<file path="src/design/assert_macros.svh">
`ifndef ASSERT_MACROS_SVH
`define ASSERT_MACROS_SVH

// checks a property on every rising edge of clk_i outside reset
`define ASSERT_PROP(lbl, prop) \
  lbl: assert property (@(posedge clk_i) disable iff (!rst_ni) (prop)) \
    else $error("assertion failed");

// checks that a condition never holds outside reset
`define ASSERT_NEVER(lbl, cond) \
  lbl: assert property (@(posedge clk_i) disable iff (!rst_ni) !(cond)) \
    else $error("forbidden condition seen");

`endif

</file>
<file path="src/design/bec_pkg.sv">
package bec_pkg;

  localparam int SeqDepth = 4;
  localparam int IdxW     = $clog2(SeqDepth);

  localparam logic [7:0] ByteBackslash = 8'h5C;
  localparam logic [7:0] BytePrintLo   = 8'h20;
  localparam logic [7:0] BytePrintHi   = 8'h7E;

  typedef logic [6:0]      char_t;
  typedef logic [IdxW-1:0] idx_t;

  localparam char_t CharBackslash = 7'h5C;
  localparam char_t CharX         = 7'h78;
  localparam char_t CharNone      = 7'h00;

  localparam idx_t LastOne  = idx_t'(0);
  localparam idx_t LastTwo  = idx_t'(1);
  localparam idx_t LastFour = idx_t'(3);

  typedef struct packed {
    char_t text_byte;
    logic  run_last;
    logic  text_end;
  } bec_word_t;

  typedef struct packed {
    char_t [SeqDepth-1:0] chars;
    idx_t                 last;
  } bec_seq_t;

  function automatic char_t bec_hex_digit(input logic [3:0] nib);
    char_t d;
    if (nib < 4'd10) begin
      d = 7'h30 + {3'b000, nib};
    end else begin
      d = 7'h37 + {3'b000, nib};
    end
    return d;
  endfunction

  function automatic char_t bec_control_letter(input logic [7:0] b);
    char_t l;
    unique case (b)
      8'h07:   l = 7'h61;
      8'h08:   l = 7'h62;
      8'h0C:   l = 7'h66;
      8'h0A:   l = 7'h6E;
      8'h0D:   l = 7'h72;
      8'h09:   l = 7'h74;
      8'h0B:   l = 7'h76;
      default: l = CharNone;
    endcase
    return l;
  endfunction

  function automatic bec_seq_t bec_encode(input logic [7:0] b);
    bec_seq_t s;
    char_t    letter;
    s      = '0;
    letter = bec_control_letter(b);
    if (b == ByteBackslash) begin
      s.chars[0] = CharBackslash;
      s.chars[1] = CharBackslash;
      s.last     = LastTwo;
    end else if (b >= BytePrintLo && b <= BytePrintHi) begin
      s.chars[0] = b[6:0];
      s.last     = LastOne;
    end else if (letter != CharNone) begin
      s.chars[0] = CharBackslash;
      s.chars[1] = letter;
      s.last     = LastTwo;
    end else begin
      s.chars[0] = CharBackslash;
      s.chars[1] = CharX;
      s.chars[2] = bec_hex_digit(b[7:4]);
      s.chars[3] = bec_hex_digit(b[3:0]);
      s.last     = LastFour;
    end
    return s;
  endfunction

endpackage

</file>
<file path="src/design/bec_if.sv">
interface bec_in_if;
  logic       valid;
  logic       ready;
  logic [7:0] raw_byte;
  logic       string_end;

  modport source (output valid, output raw_byte, output string_end, input ready);
  modport sink (input valid, input raw_byte, input string_end, output ready);
endinterface

interface bec_out_if;
  logic       valid;
  logic       ready;
  logic [6:0] text_byte;
  logic       run_last;
  logic       text_end;

  modport source (output valid, output text_byte, output run_last, output text_end,
                  input ready);
  modport sink (input valid, input text_byte, input run_last, input text_end,
                output ready);
endinterface

</file>
<file path="src/design/byte_escape_encoder.sv">
// Escapes one raw byte per input word into one to four printable output words:
// printable bytes pass as is, backslash doubles, the seven common controls turn into
// a backslash and a letter, and anything else turns into \xHH with uppercase hex.
// run_last marks the final word of each byte and text_end also marks it for the byte
// flagged string_end. Output leaves at one word per cycle through an output register
// while out_o.ready stays high; a byte expands to 1, 2 or 4 words, with 4 the worst
// case. The next byte is taken in the same cycle its predecessor's last word moves on.
module byte_escape_encoder
  import bec_pkg::*;
(
  input  logic      clk_i,
  input  logic      rst_ni,
  bec_in_if.sink    in_i,
  bec_out_if.source out_o
);

  `include "assert_macros.svh"

  logic      take;
  logic      word_valid;
  bec_word_t word;
  logic      out_valid_q, out_valid_d;
  bec_word_t out_word_q;

  bec_seq u_seq (
    .clk_i        (clk_i),
    .rst_ni       (rst_ni),
    .in_valid_i   (in_i.valid),
    .in_ready_o   (in_i.ready),
    .raw_byte_i   (in_i.raw_byte),
    .string_end_i (in_i.string_end),
    .take_i       (take),
    .word_valid_o (word_valid),
    .word_o       (word)
  );

  assign take = !out_valid_q || out_o.ready;

  always_comb begin
    out_valid_d = out_valid_q;
    if (take) begin
      out_valid_d = word_valid;
    end
  end

  always_ff @(posedge clk_i or negedge rst_ni) begin
    if (!rst_ni) begin
      out_valid_q <= 1'b0;
    end else begin
      out_valid_q <= out_valid_d;
    end
  end

  always_ff @(posedge clk_i) begin
    if (take && word_valid) begin
      out_word_q <= word;
    end
  end

  assign out_o.valid     = out_valid_q;
  assign out_o.text_byte = out_word_q.text_byte;
  assign out_o.run_last  = out_word_q.run_last;
  assign out_o.text_end  = out_word_q.text_end;

  `ASSERT_PROP(a_end_is_run_last, out_valid_q && out_word_q.text_end |-> out_word_q.run_last)
  `ASSERT_PROP(a_word_moves, take && word_valid |=> out_valid_q)

endmodule

</file>
<file path="src/design/bec_seq.sv">
module bec_seq
  import bec_pkg::*;
(
  input  logic       clk_i,
  input  logic       rst_ni,
  input  logic       in_valid_i,
  output logic       in_ready_o,
  input  logic [7:0] raw_byte_i,
  input  logic       string_end_i,
  input  logic       take_i,
  output logic       word_valid_o,
  output bec_word_t  word_o
);

  `include "assert_macros.svh"

  logic                 valid_q, valid_d;
  char_t [SeqDepth-1:0] chars_q;
  idx_t                 last_q;
  idx_t                 idx_q, idx_d;
  logic                 end_q;
  bec_seq_t             enc;
  logic                 advance;
  logic                 finishing;
  logic                 accept;

  assign enc       = bec_encode(raw_byte_i);
  assign advance   = valid_q && take_i;
  assign finishing = advance && (idx_q == last_q);
  assign in_ready_o = !valid_q || finishing;
  assign accept    = in_valid_i && in_ready_o;

  always_comb begin
    valid_d = valid_q;
    idx_d   = idx_q;
    if (accept) begin
      valid_d = 1'b1;
      idx_d   = '0;
    end else if (finishing) begin
      valid_d = 1'b0;
    end else if (advance) begin
      idx_d = idx_q + idx_t'(1);
    end
  end

  always_ff @(posedge clk_i or negedge rst_ni) begin
    if (!rst_ni) begin
      valid_q <= 1'b0;
      idx_q   <= '0;
    end else begin
      valid_q <= valid_d;
      idx_q   <= idx_d;
    end
  end

  always_ff @(posedge clk_i) begin
    if (accept) begin
      chars_q <= enc.chars;
      last_q  <= enc.last;
      end_q   <= string_end_i;
    end
  end

  assign word_valid_o     = valid_q;
  assign word_o.text_byte = chars_q[idx_q];
  assign word_o.run_last  = (idx_q == last_q);
  assign word_o.text_end  = (idx_q == last_q) && end_q;

  `ASSERT_PROP(a_idx_in_run, valid_q |-> idx_q <= last_q)
  `ASSERT_PROP(a_accept_starts_run, accept |=> valid_q && idx_q == '0)
  `ASSERT_NEVER(a_odd_run_len, valid_q && last_q == idx_t'(2))

endmodule

</file>
<file path="src/flat_wrapper.sv">
// flat-port wrapper written by rule: the top's interface ports become plain ports
module byte_escape_encoder_flat import bec_pkg::*;
  (clk_i, rst_ni, in_i_valid, in_i_raw_byte, in_i_string_end, in_i_ready, out_o_valid, out_o_text_byte, out_o_run_last, out_o_text_end, out_o_ready);
  bec_in_if in_i_i ();
  bec_out_if out_o_i ();
  input  logic clk_i;
  input  logic rst_ni;
  input wire logic [$bits(in_i_i.valid)-1:0] in_i_valid;
  input wire logic [$bits(in_i_i.raw_byte)-1:0] in_i_raw_byte;
  input wire logic [$bits(in_i_i.string_end)-1:0] in_i_string_end;
  output wire logic [$bits(in_i_i.ready)-1:0] in_i_ready;
  output wire logic [$bits(out_o_i.valid)-1:0] out_o_valid;
  output wire logic [$bits(out_o_i.text_byte)-1:0] out_o_text_byte;
  output wire logic [$bits(out_o_i.run_last)-1:0] out_o_run_last;
  output wire logic [$bits(out_o_i.text_end)-1:0] out_o_text_end;
  input wire logic [$bits(out_o_i.ready)-1:0] out_o_ready;
  assign in_i_i.valid = in_i_valid;
  assign in_i_i.raw_byte = in_i_raw_byte;
  assign in_i_i.string_end = in_i_string_end;
  assign in_i_ready = in_i_i.ready;
  assign out_o_valid = out_o_i.valid;
  assign out_o_text_byte = out_o_i.text_byte;
  assign out_o_run_last = out_o_i.run_last;
  assign out_o_text_end = out_o_i.text_end;
  assign out_o_i.ready = out_o_ready;
  byte_escape_encoder u_core (.clk_i(clk_i), .rst_ni(rst_ni), .in_i(in_i_i), .out_o(out_o_i));
endmodule
</file>
<file path="config.mk">
export PLATFORM = sky130hd
export DESIGN_NAME = byte_escape_encoder_flat
export DESIGN_NICKNAME = d
export VERILOG_FILES = /design/src/design/bec_pkg.sv /design/src/design/bec_if.sv /design/src/design/byte_escape_encoder.sv /design/src/design/bec_seq.sv /design/src/flat_wrapper.sv
export VERILOG_INCLUDE_DIRS = /design/src /design/src/design
export SDC_FILE = /design/constraint.sdc
export NUM_CORES = 1
export LEC_CHECK = 0
export ABC_AREA = 1
export BUFFER_PORTS_ARGS = -buffer_cell sky130_fd_sc_hd__buf_4
export CORE_UTILIZATION = 45
export DETAILED_ROUTE_END_ITERATION = 7
export SLEW_MARGIN = 40
export SYNTH_ARGS = -nofsm -noshare
export SYNTH_HDL_FRONTEND = slang
export SYNTH_HIERARCHICAL = 1
export SYNTH_SLANG_ARGS = --single-unit
</file>
<file path="constraint.sdc">
create_clock -name clk_i -period 5.7 [get_ports clk_i]
set_clock_uncertainty 0.2 [all_clocks]
set_input_delay 1.71 -clock clk_i [delete_from_list [all_inputs] [get_ports clk_i]]
set_output_delay 1.71 -clock clk_i [all_outputs]
set_load 0.05 [all_outputs]
</file>
==> results.json, run 1 <==
{
  "initial_core_util": 0.468,
  "cts_max_level": 2,
  "cts_resized": 0,
  "clk_path_buf_depth": 2,
  "die_w_um": 75.1,
  "p_comb_frac": 0.386,
  "clockRootBuffer": "clkbuf_8",
  "whs_endpoint": "u_core/out_o.valid",
  "endpoint_kind": "output port",
  "die_h_um": 75.1,
  "max-slew-margin-rel": 0.494,
  "io_pins": 24,
  "final.min_clock_period_ns": 4.33,
  "drive_above_1_share": 0.223,
  "setup_violations": 0,
  "r2r_start": "u_core/u_seq/idx_q[0]",
  "hold_path.class": "reg2reg",
  "drv_slew": 0,
  "synth_nets": 262,
  "yosysUniqueCellTypes": 27,
  "p_sw_mw": 0.454,
  "first_global_vias": 1430,
  "yosys_warnings": 6,
  "die_area_sq_mm": 0.00565,
  "core_area_sq_mm": 0.00514,
  "dp_worst_setup_slack_ns": 1.37,
  "layout-area-overhead-vs-synth_pct": 12.1,
  "peakVddDrop_v": 0.000242,
  "holdPathStages": 2,
  "grt_pass1_wl_um": 6720,
  "clk_pin_slew_ns": 0.07,
  "clock-sinks": 44,
  "clk_latency_ns": 0.28,
  "p_int_mw": 0.686,
  "path_class": "in2out",
  "cts_buffers": 5,
  "hp-start": "u_core/out_o.valid",
  "dpl.hpwl_um": 3060,
  "grt_usage": 0.163,
  "via_per_inst": 4.87,
  "num_rows": 26,
  "drc": 0,
  "wire_per_inst_um": 12.6,
  "gp_congestion": 0.850,
  "cts_setup_buffers": 0,
  "rrSetupSlack_ns": 3.47,
  "p_per_area_mw_per_mm2": 422,
  "worst_pin_slew_ns": 0.759,
  "ant_nets": 0,
  "p_seq_frac": 0.456,
  "first_iter_violations": 91,
  "rsz0062_at_grt": "no",
  "pwr-share-clk": 0.158,
  "synth_seq_area_share": 0.541,
  "port_buffers": 23,
  "outcome": "complete, no violations",
  "overflow": 0,
  "drt_pre_antenna_iters": 5,
  "fin_crit_sh": 0.760,
  "vias": 1630,
  "finalSetupTns_ns": 0,
  "wirelength_um": 4230,
  "required_ns": 3.79,
  "grt_max_degree": 34,
  "num-fill-cells": 504,
  "r2r_cells": 6,
  "fin_nets": 286,
  "antenna_found_initial": 0,
  "holdWs_ns": 0.324,
  "cts_tree": "yes",
  "netlist_area_sq_mm": 0.00241,
  "finalHoldViolCount": 0,
  "cap_violations": 0,
  "syn-instance-count": 240,
  "cp-start-kind": "input port",
  "syn_area_per_cell_sq_um": 10.0,
  "setup_slack_ns": 1.37,
  "hold_buffers": 0,
  "p_leak_nw": 1.14,
  "cp.arrival_ns": 2.42,
  "ys_seq_elements": 44,
  "r2r_end": "u_core/u_seq/chars_q[26]",
  "antennaDiodeCount": 0,
  "max_freq_mhz": 231,
  "cp_max_fo": 3,
  "swShare": 0.398
}
## per-layer routing
layer	vias up	part of all wire	routed length (um)	GRT usage
met4	0	0.013	55	0.0700
met5	-	0	0	0
met3	5	0.042	176	0.0361
met2	39	0.47	1980	0.273
met1	742	0.48	2020	0.204
li1	844	-	-	-
## placed cells by master, fill, tap and decap left out
master	instances
dfrtp_1	4
nand3_4	2
nor2_1	34
inv_2	4
o21ai_0	19
nand2_1	35
o21ai_2	2
nor2_2	2
nand2_2	5
ha_1	9
clkbuf_8	5
nand2_4	1
nand3_2	2
o22ai_1	7
nand4_1	2
buf_4	24
nor3_1	2
clkbuf_1	3
xnor2_1	2
nor2_4	10
inv_1	25
a22o_2	1
edfxtp_1	40
xor2_1	3
a21oi_1	4
a21oi_2	1
nand3_1	17
## worst max-delay path by stage
stage,start,endpoint,slack (ns)
6_report,out_o_ready,in_i_ready,1.37
5_1_grt,out_o_ready,in_i_ready,1.30
4_1_cts,out_o_ready,in_i_ready,1.37
3_5_place_dp,out_o_ready,in_i_ready,1.37
3_3_place_gp,out_o_ready,in_i_ready,1.38
2_1_floorplan,out_o_ready,in_i_ready,1.43
## per-stage QoR
| stage | instance area (sq um) | instances | total power [mW] | utilization |
|---|---|---|---|---|
| floorplan | 2410 | 240 | 0.851 | - |
| global placement | 2620 | 327 | 0.965 | 0.509 |
| detailed placement | 2620 | 327 | 0.967 | 0.509 |
| CTS | 2700 | 335 | 1.14 | 0.525 |
| global route | 2700 | 335 | 1.21 | 0.525 |
| finish | 2700 | 335 | 1.14 | 0.525 |
## kinds of logic after synthesis
logic type,share of synthesized area
simple gates,0.245
flops,0.541
buf+inv,0.0702
compound gates,0.0795
fa+ha+maj,0.0468
xor+xnor,0.0182
## worst max-delay path: stages
cell and delay (ns):
buf_4 0.11, inv_1 0.05, nand2_1 0.06, nand2_1 0.07, inv_1 0.06, nand2_1 0.09
nand2_1 0.07, buf_4 0.19
## state kept, by name (all words and copies together) (netlist names)
register / cells
u_core/u_seq/last_q: 2
u_core/out_o.valid: 1
u_core/u_seq/end_q: 1
u_core/u_seq/chars_q: 28
u_core/u_seq/idx_q: 2
u_core/out_o.run_last: 1
u_core/out_o.text_byte: 7
u_core/out_o.text_end: 1
u_core/u_seq/word_valid_o: 1
## synthesized netlist by cell type
library cell,count,area (sq um)
nor3_1,2,10.0
nand4_1,2,12.5
inv_2,4,15.0
a22o_2,1,10.0
nor2_4,10,113
nor2_1,34,128
nand2_2,5,31.3
o21ai_2,2,17.5
clkbuf_1,2,7.51
o21ai_0,19,95.1
dfrtp_1,4,100
buf_2,2,10.0
ha_1,9,113
buf_6,2,22.5
nand2_4,1,11.3
nand3_1,17,85.1
o22ai_1,7,43.8
edfxtp_1,40,1200
a21oi_1,5,25.0
xor2_1,3,26.3
xnor2_1,2,17.5
nand2_1,35,131
nor2_2,2,12.5
nand3_4,2,35.0
nand3_2,2,20.0
inv_1,25,93.8
buf_12,1,20.0
## power by group through the flow
stage	combinational, mW	sequential [mW]	clock (mW)
floorplan	0.226	0.624	0
global placement	0.438	0.527	0
detailed placement	0.439	0.528	0
CTS	0.439	0.521	0.183
global route	0.480	0.534	0.196
finish	0.440	0.520	0.180
## area by class of cell
cell class,instances,area (sq um),share of cell area
sequential,44,1300,0.482
inverter,29,109,0.0403
multi-input combinational,160,941,0.349
tap,70,87.6,0.0325
clock buffer,8,80.1,0.0297
timing repair buffer,24,180,0.0668
Power figures use the tool's default switching activity.
==> run 2, diff against run 1 <==
==> constraint.sdc (replaced) <==
create_clock -name clk_i -period 4.3 [get_ports clk_i]
set_clock_uncertainty 0.2 [all_clocks]
set_input_delay 1.29 -clock clk_i [delete_from_list [all_inputs] [get_ports clk_i]]
set_output_delay 1.29 -clock clk_i [all_outputs]
set_load 0.05 [all_outputs]
==> run 2 against run 1 <==
  * Power up 33%
  * Via count down 0.80%
  * Largest cell class unchanged
  * Highest routed layer unchanged
  * Design area up 0.14%
  * Combinational power up 33%
==> results.json, run 2 (synthesis gave the netlist of run 1 again) <==
{
  "outcome": "complete, no violations",
  "first_global_vias": 1440,
  "final.min_clock_period_ns": 3.52,
  "endpoint_kind": "output port",
  "worstSetupEndpoint": "in_i_ready",
  "port_buffers": 23,
  "fin_crit_sh": 0.818,
  "clk_latency_ns": 0.29,
  "wirelength_um": 4160,
  "cap_violations": 0,
  "layout-area-overhead-vs-synth_pct": 12.3,
  "drive_above_1_share": 0.226,
  "rrSetupSlack_ns": 2.05,
  "cp-start-kind": "input port",
  "finalSetupTns_ns": 0,
  "clock-sinks": 44,
  "pwr-share-clk": 0.157,
  "regMostFlops": "u_core/u_seq/chars_q",
  "drv_slew": 0,
  "design_area_sq_mm": 0.00270,
  "final_cell_mix": "40 x edfxtp_1, 35 x nand2_1, 34 x nor2_1",
  "antenna_found_initial": 0,
  "vias": 1617,
  "io_pins": 24,
  "max_freq_mhz": 284,
  "setup_violations": 0,
  "cts_max_level": 2,
  "wire_per_inst_um": 12.4,
  "p_leak_nw": 1.14,
  "first_iter_violations": 93,
  "p_sw_mw": 0.605,
  "ant_nets": 0,
  "peakVddDrop_v": 0.000297,
  "gp_congestion": 0.841,
  "p_comb_frac": 0.387,
  "cp-startpoint": "out_o_ready",
  "num_rows": 26,
  "fin_util": 0.526,
  "cp_max_fo": 3,
  "path_class": "in2out",
  "dpl.hpwl_um": 3000,
  "die_area_sq_mm": 0.00565,
  "p_seq_frac": 0.456,
  "fin_nets": 286,
  "p_per_area_mw_per_mm2": 560,
  "r2r_start": "u_core/u_seq/idx_q[0]",
  "finalPower_mw": 1.51,
  "clk_pin_slew_ns": 0.07,
  "initial_core_util": 0.468,
  "drt_pre_antenna_iters": 4,
  "worst_pin_slew_ns": 0.559,
  "swShare": 0.400,
  "clockRootBuffer": "clkbuf_8",
  "rsz0062_at_grt": "no",
  "grt_pass1_wl_um": 6840,
  "place_area_sq_mm": 0.00262,
  "overflow": 0,
  "via_per_inst": 4.83,
  "r2r_end": "u_core/u_seq/chars_q[0]",
  "required_ns": 2.81,
  "cts_tree": "yes",
  "max-slew-margin-rel": 0.627,
  "die_h_um": 75.1,
  "drc": 0,
  "cts_setup_buffers": 0,
  "finalHoldViolCount": 0,
  "cts_resized": 0,
  "die_w_um": 75.1,
  "final_common_cell": "edfxtp_1",
  "antennaDiodeCount": 0,
  "r2r_cells": 6,
  "cts_buffers": 5,
  "p_int_mw": 0.908,
  "grt_max_degree": 34,
  "cp.arrival_ns": 2.03,
  "hold_path.class": "reg2reg",
  "largest_reg_flops": 28,
  "core_area_sq_mm": 0.00514,
  "grt_usage": 0.167,
  "clk_path_buf_depth": 2,
  "hold_buffers": 0
}
==> run 2: cell count changes in the layout (fill, tap and decap cells not counted) <==
cell | before | now
clkinv_1 | 0 | 1
a21oi_1 | 4 | 3
clkbuf_1 | 3 | 2
a21oi_2 | 1 | 2
==> run 2: per-stage QoR <==
step	hold WS (ns)	worst slack [ns]	cells
after floorplan	0.293	0.464	240
after global placement	0.301	0.819	327
after detailed placement	0.308	0.815	327
after CTS	0.324	0.808	335
after global routing	0.386	0.723	335
final	0.348	0.783	335
==> run 2: layout make-up <==
cell class,count,area [sq um]
fill,493,2440
sequential,44,1300
multi-input combinational,160,945
timing repair buffer,24,180
inverter,29,109
tap,70,87.6
clock buffer,7,76.3
clock inverter,1,3.75
==> run 2: per-layer routing <==
layer	wire, um	vias up	GRT usage
met2	1970	41	0.269
met5	0	-	0
li1	-	850	-
met1	1940	719	0.224
met4	72	0	0.0679
met3	172	7	0.0281
==> run 2: worst min path at each step <==
stage,from,to,cells past startpoint
floorplan,u_core/u_seq/word_valid_o,u_core/out_o.valid,2
global placement,u_core/out_o.valid,u_core/out_o.valid,2
detailed placement,u_core/out_o.valid,u_core/out_o.valid,2
CTS,u_core/out_o.valid,u_core/out_o.valid,2
global route,u_core/out_o.valid,u_core/out_o.valid,2
finish,u_core/out_o.valid,u_core/out_o.valid,2
==> run 2: power groups by stage <==
stage                     clock [mW]  sequential [mW]  combinational [mW]
final                          0.237            0.690               0.585
after global routing           0.259            0.711               0.640
after detailed placement           0            0.700               0.581
after global placement             0            0.699               0.582
after floorplan                    0            0.828               0.300
after CTS                      0.244            0.690               0.584
==> run 2: critical path, stage by stage <==
cell and delay (ns):
buf_4 0.11, inv_1 0.07, nand2_1 0.07, nand2_1 0.07
inv_1 0.06, nand2_1 0.09, nand2_1 0.07, buf_4 0.19
==> run 3, diff against run 2 <==
--- a/config.mk
+++ b/config.mk
@@ -10,6 +10,7 @@
 export BUFFER_PORTS_ARGS = -buffer_cell sky130_fd_sc_hd__buf_4
 export CORE_UTILIZATION = 45
 export DETAILED_ROUTE_END_ITERATION = 7
+export PLACE_DENSITY = 0.66
 export SLEW_MARGIN = 40
 export SYNTH_ARGS = -nofsm -noshare
 export SYNTH_HDL_FRONTEND = slang
==> constraint.sdc (replaced) <==
create_clock -name clk_i -period 2.9 [get_ports clk_i]
set_clock_uncertainty 0.2 [all_clocks]
set_input_delay 0.87 -clock clk_i [delete_from_list [all_inputs] [get_ports clk_i]]
set_output_delay 0.87 -clock clk_i [all_outputs]
set_load 0.05 [all_outputs]
==> run 3 against run 2 <==
  * Wire length is 0.91% lower
  * Hold slack worse by 0.19 ns
  * Setup slack got worse by 0.54 ns
  * First-iteration DRC count is 43% lower
  * Critical path depth did not move
  * Design area up 0.56%
  * Critical endpoint unchanged
  * Die area stayed put
  * Largest cell class unchanged
  * Sequential share of layout area fell by 0.27 points
  * Register-to-register slack got worse by 1.2 ns
  * Via count increased by 1.4%
  * Highest routed layer unchanged
  * Clock-buffer cell count fell by 1
  * Sequential cell count is the same
  * Critical path type unchanged
==> results.json, run 3 (synthesis gave the netlist of run 1 again) <==
{
  "outcome": "complete, no violations",
  "r2r_cells": 6,
  "layout-area-overhead-vs-synth_pct": 12.9,
  "top_layer_used": "met4",
  "crit_chain": "buf_4, inv_1, nand2_1, nand2_1, inv_1, nand2_1, nand2_1, buf_4",
  "endpoint_kind": "output port",
  "drv_slew": 0,
  "first_global_vias": 1386,
  "drt_pre_antenna_iters": 4,
  "critPathBufInv": 4,
  "first_iter_violations": 53,
  "hold_path.class": "in2async",
  "final_common_cell": "edfxtp_1",
  "hold_buffers": 0,
  "p_per_area_mw_per_mm2": 826,
  "cp-start-kind": "input port",
  "num_rows": 26,
  "max-slew-margin-rel": 0.694,
  "antenna_found_initial": 0,
  "clock-sinks": 44,
  "ant_nets": 0,
  "cts_max_level": 2,
  "rsz0062_at_grt": "no",
  "drive_above_1_share": 0.232,
  "cpPeakStageDelay_ns": 0.19,
  "p_leak_nw": 1.15,
  "setup_slack_ns": 0.240,
  "critPathTopFamily": "buffers and inverters",
  "r2r_end": "u_core/u_seq/chars_q[2]",
  "finalHoldViolCount": 0,
  "setup_violations": 0,
  "die_w_um": 75.1,
  "port_buffers": 23,
  "cts_tree": "yes",
  "wirelength_um": 4120,
  "cap_violations": 0,
  "clk_pin_slew_ns": 0.07,
  "antennaDiodeCount": 0,
  "cts_resized": 0,
  "num-fill-cells": 493,
  "via_per_inst": 4.86,
  "gp_congestion": 0.901,
  "path_common_cell": "nand2_1",
  "grt_pass1_wl_um": 6380,
  "final_cell_count_no_fill": 337,
  "wire_per_inst_um": 12.2,
  "cp.arrival_ns": 1.59,
  "worst_pin_slew_ns": 0.454,
  "core_area_sq_mm": 0.00514,
  "die_h_um": 75.1,
  "initial_core_util": 0.468,
  "path_class": "in2out",
  "fin_nets": 288,
  "cp_max_fo": 3,
  "clk_path_buf_depth": 2,
  "drc": 0,
  "finalSetupTns_ns": 0,
  "io_pins": 24,
  "dpl.cell_count": 329,
  "cts_buffers": 5,
  "die_area_sq_mm": 0.00565,
  "rrSetupSlack_ns": 0.84,
  "route.met3.wl_um": 163,
  "required_ns": 1.83,
  "overflow": 0,
  "r2r_start": "u_core/u_seq/idx_q[1]",
  "grt_max_degree": 34,
  "regMostFlops": "u_core/u_seq/chars_q",
  "largest_reg_flops": 28,
  "cts_setup_buffers": 0,
  "final.min_clock_period_ns": 2.66,
  "max_freq_mhz": 376,
  "clk_latency_ns": 0.29,
  "vias": 1639,
  "clockRootBuffer": "clkbuf_8",
  "dp_worst_setup_slack_ns": 0.179,
  "met1_length_um": 1890,
  "wl_met2_um": 2010,
  "cp_slowest_cell": "buf_4",
  "peakVddDrop_v": 0.000454,
  "final_cell_mix": "40 x edfxtp_1, 35 x nand2_1, 34 x nor2_1",
  "dpl.hpwl_um": 3170,
  "fin_crit_sh": 0.917,
  "grt_usage": 0.156
}
## run 3: changes by cell type in the layout (fill, tap and decap cells not counted), sizes merged
| cell | change |
|---|---|
| buf | +2 |
| clkbuf | -1 |
| clkinvlp | +1 |
## run 3: power by group
part / internal (mW) / total, mW / switching, mW / leakage (nW)
clock network: 0.167 / 0.352 / 0.186 / 0.0388
registers: 0.929 / 0.997 / 0.0683 / 0.416
logic: 0.264 / 0.896 / 0.632 / 0.690
## run 3: layout make-up
cell class / count / area [sq um] / share of cell area
clock inverters: 2 / 11.3 / 0.00414
inverters: 29 / 109 / 0.0401
repair buffers: 26 / 195 / 0.0718
well taps: 70 / 87.6 / 0.0322
flip-flops and latches: 44 / 1300 / 0.479
multi-input cells: 160 / 941 / 0.346
clock buffers: 6 / 72.6 / 0.0267
## run 3: how the worst max path moves through the flow
stage	from	endpoint	slack [ns]	cells past startpoint
5_1_grt	u_core/u_seq/idx_q[1]	in_i_ready	0.13	6
2_1_floorplan	out_o_ready	u_core/u_seq/chars_q[0]	0.13	6
4_1_cts	u_core/u_seq/idx_q[1]	in_i_ready	0.23	6
3_3_place_gp	in_i_raw_byte[4]	u_core/u_seq/chars_q[21]	0.19	10
6_report	out_o_ready	in_i_ready	0.24	8
3_5_place_dp	in_i_raw_byte[4]	u_core/u_seq/chars_q[24]	0.18	10
## run 3: metrics by stage
step / utilization / total power [mW] / area, sq um / hold WS [ns]
after CTS: 0.529 / 2.27 / 2720 / 0.154
after detailed placement: 0.512 / 1.92 / 2630 / 0.325
after floorplan: - / 1.67 / 2410 / 0.317
after global routing: 0.529 / 2.39 / 2720 / 0.146
after global placement: 0.512 / 1.91 / 2630 / 0.307
final: 0.529 / 2.25 / 2720 / 0.162
## run 3: metal layers
metal | up-vias | global-route usage
met2 | 39 | 0.267
li1 | 852 | -
met3 | 4 | 0.0281
met1 | 744 | 0.197
met5 | - | 0
met4 | 0 | 0.0617
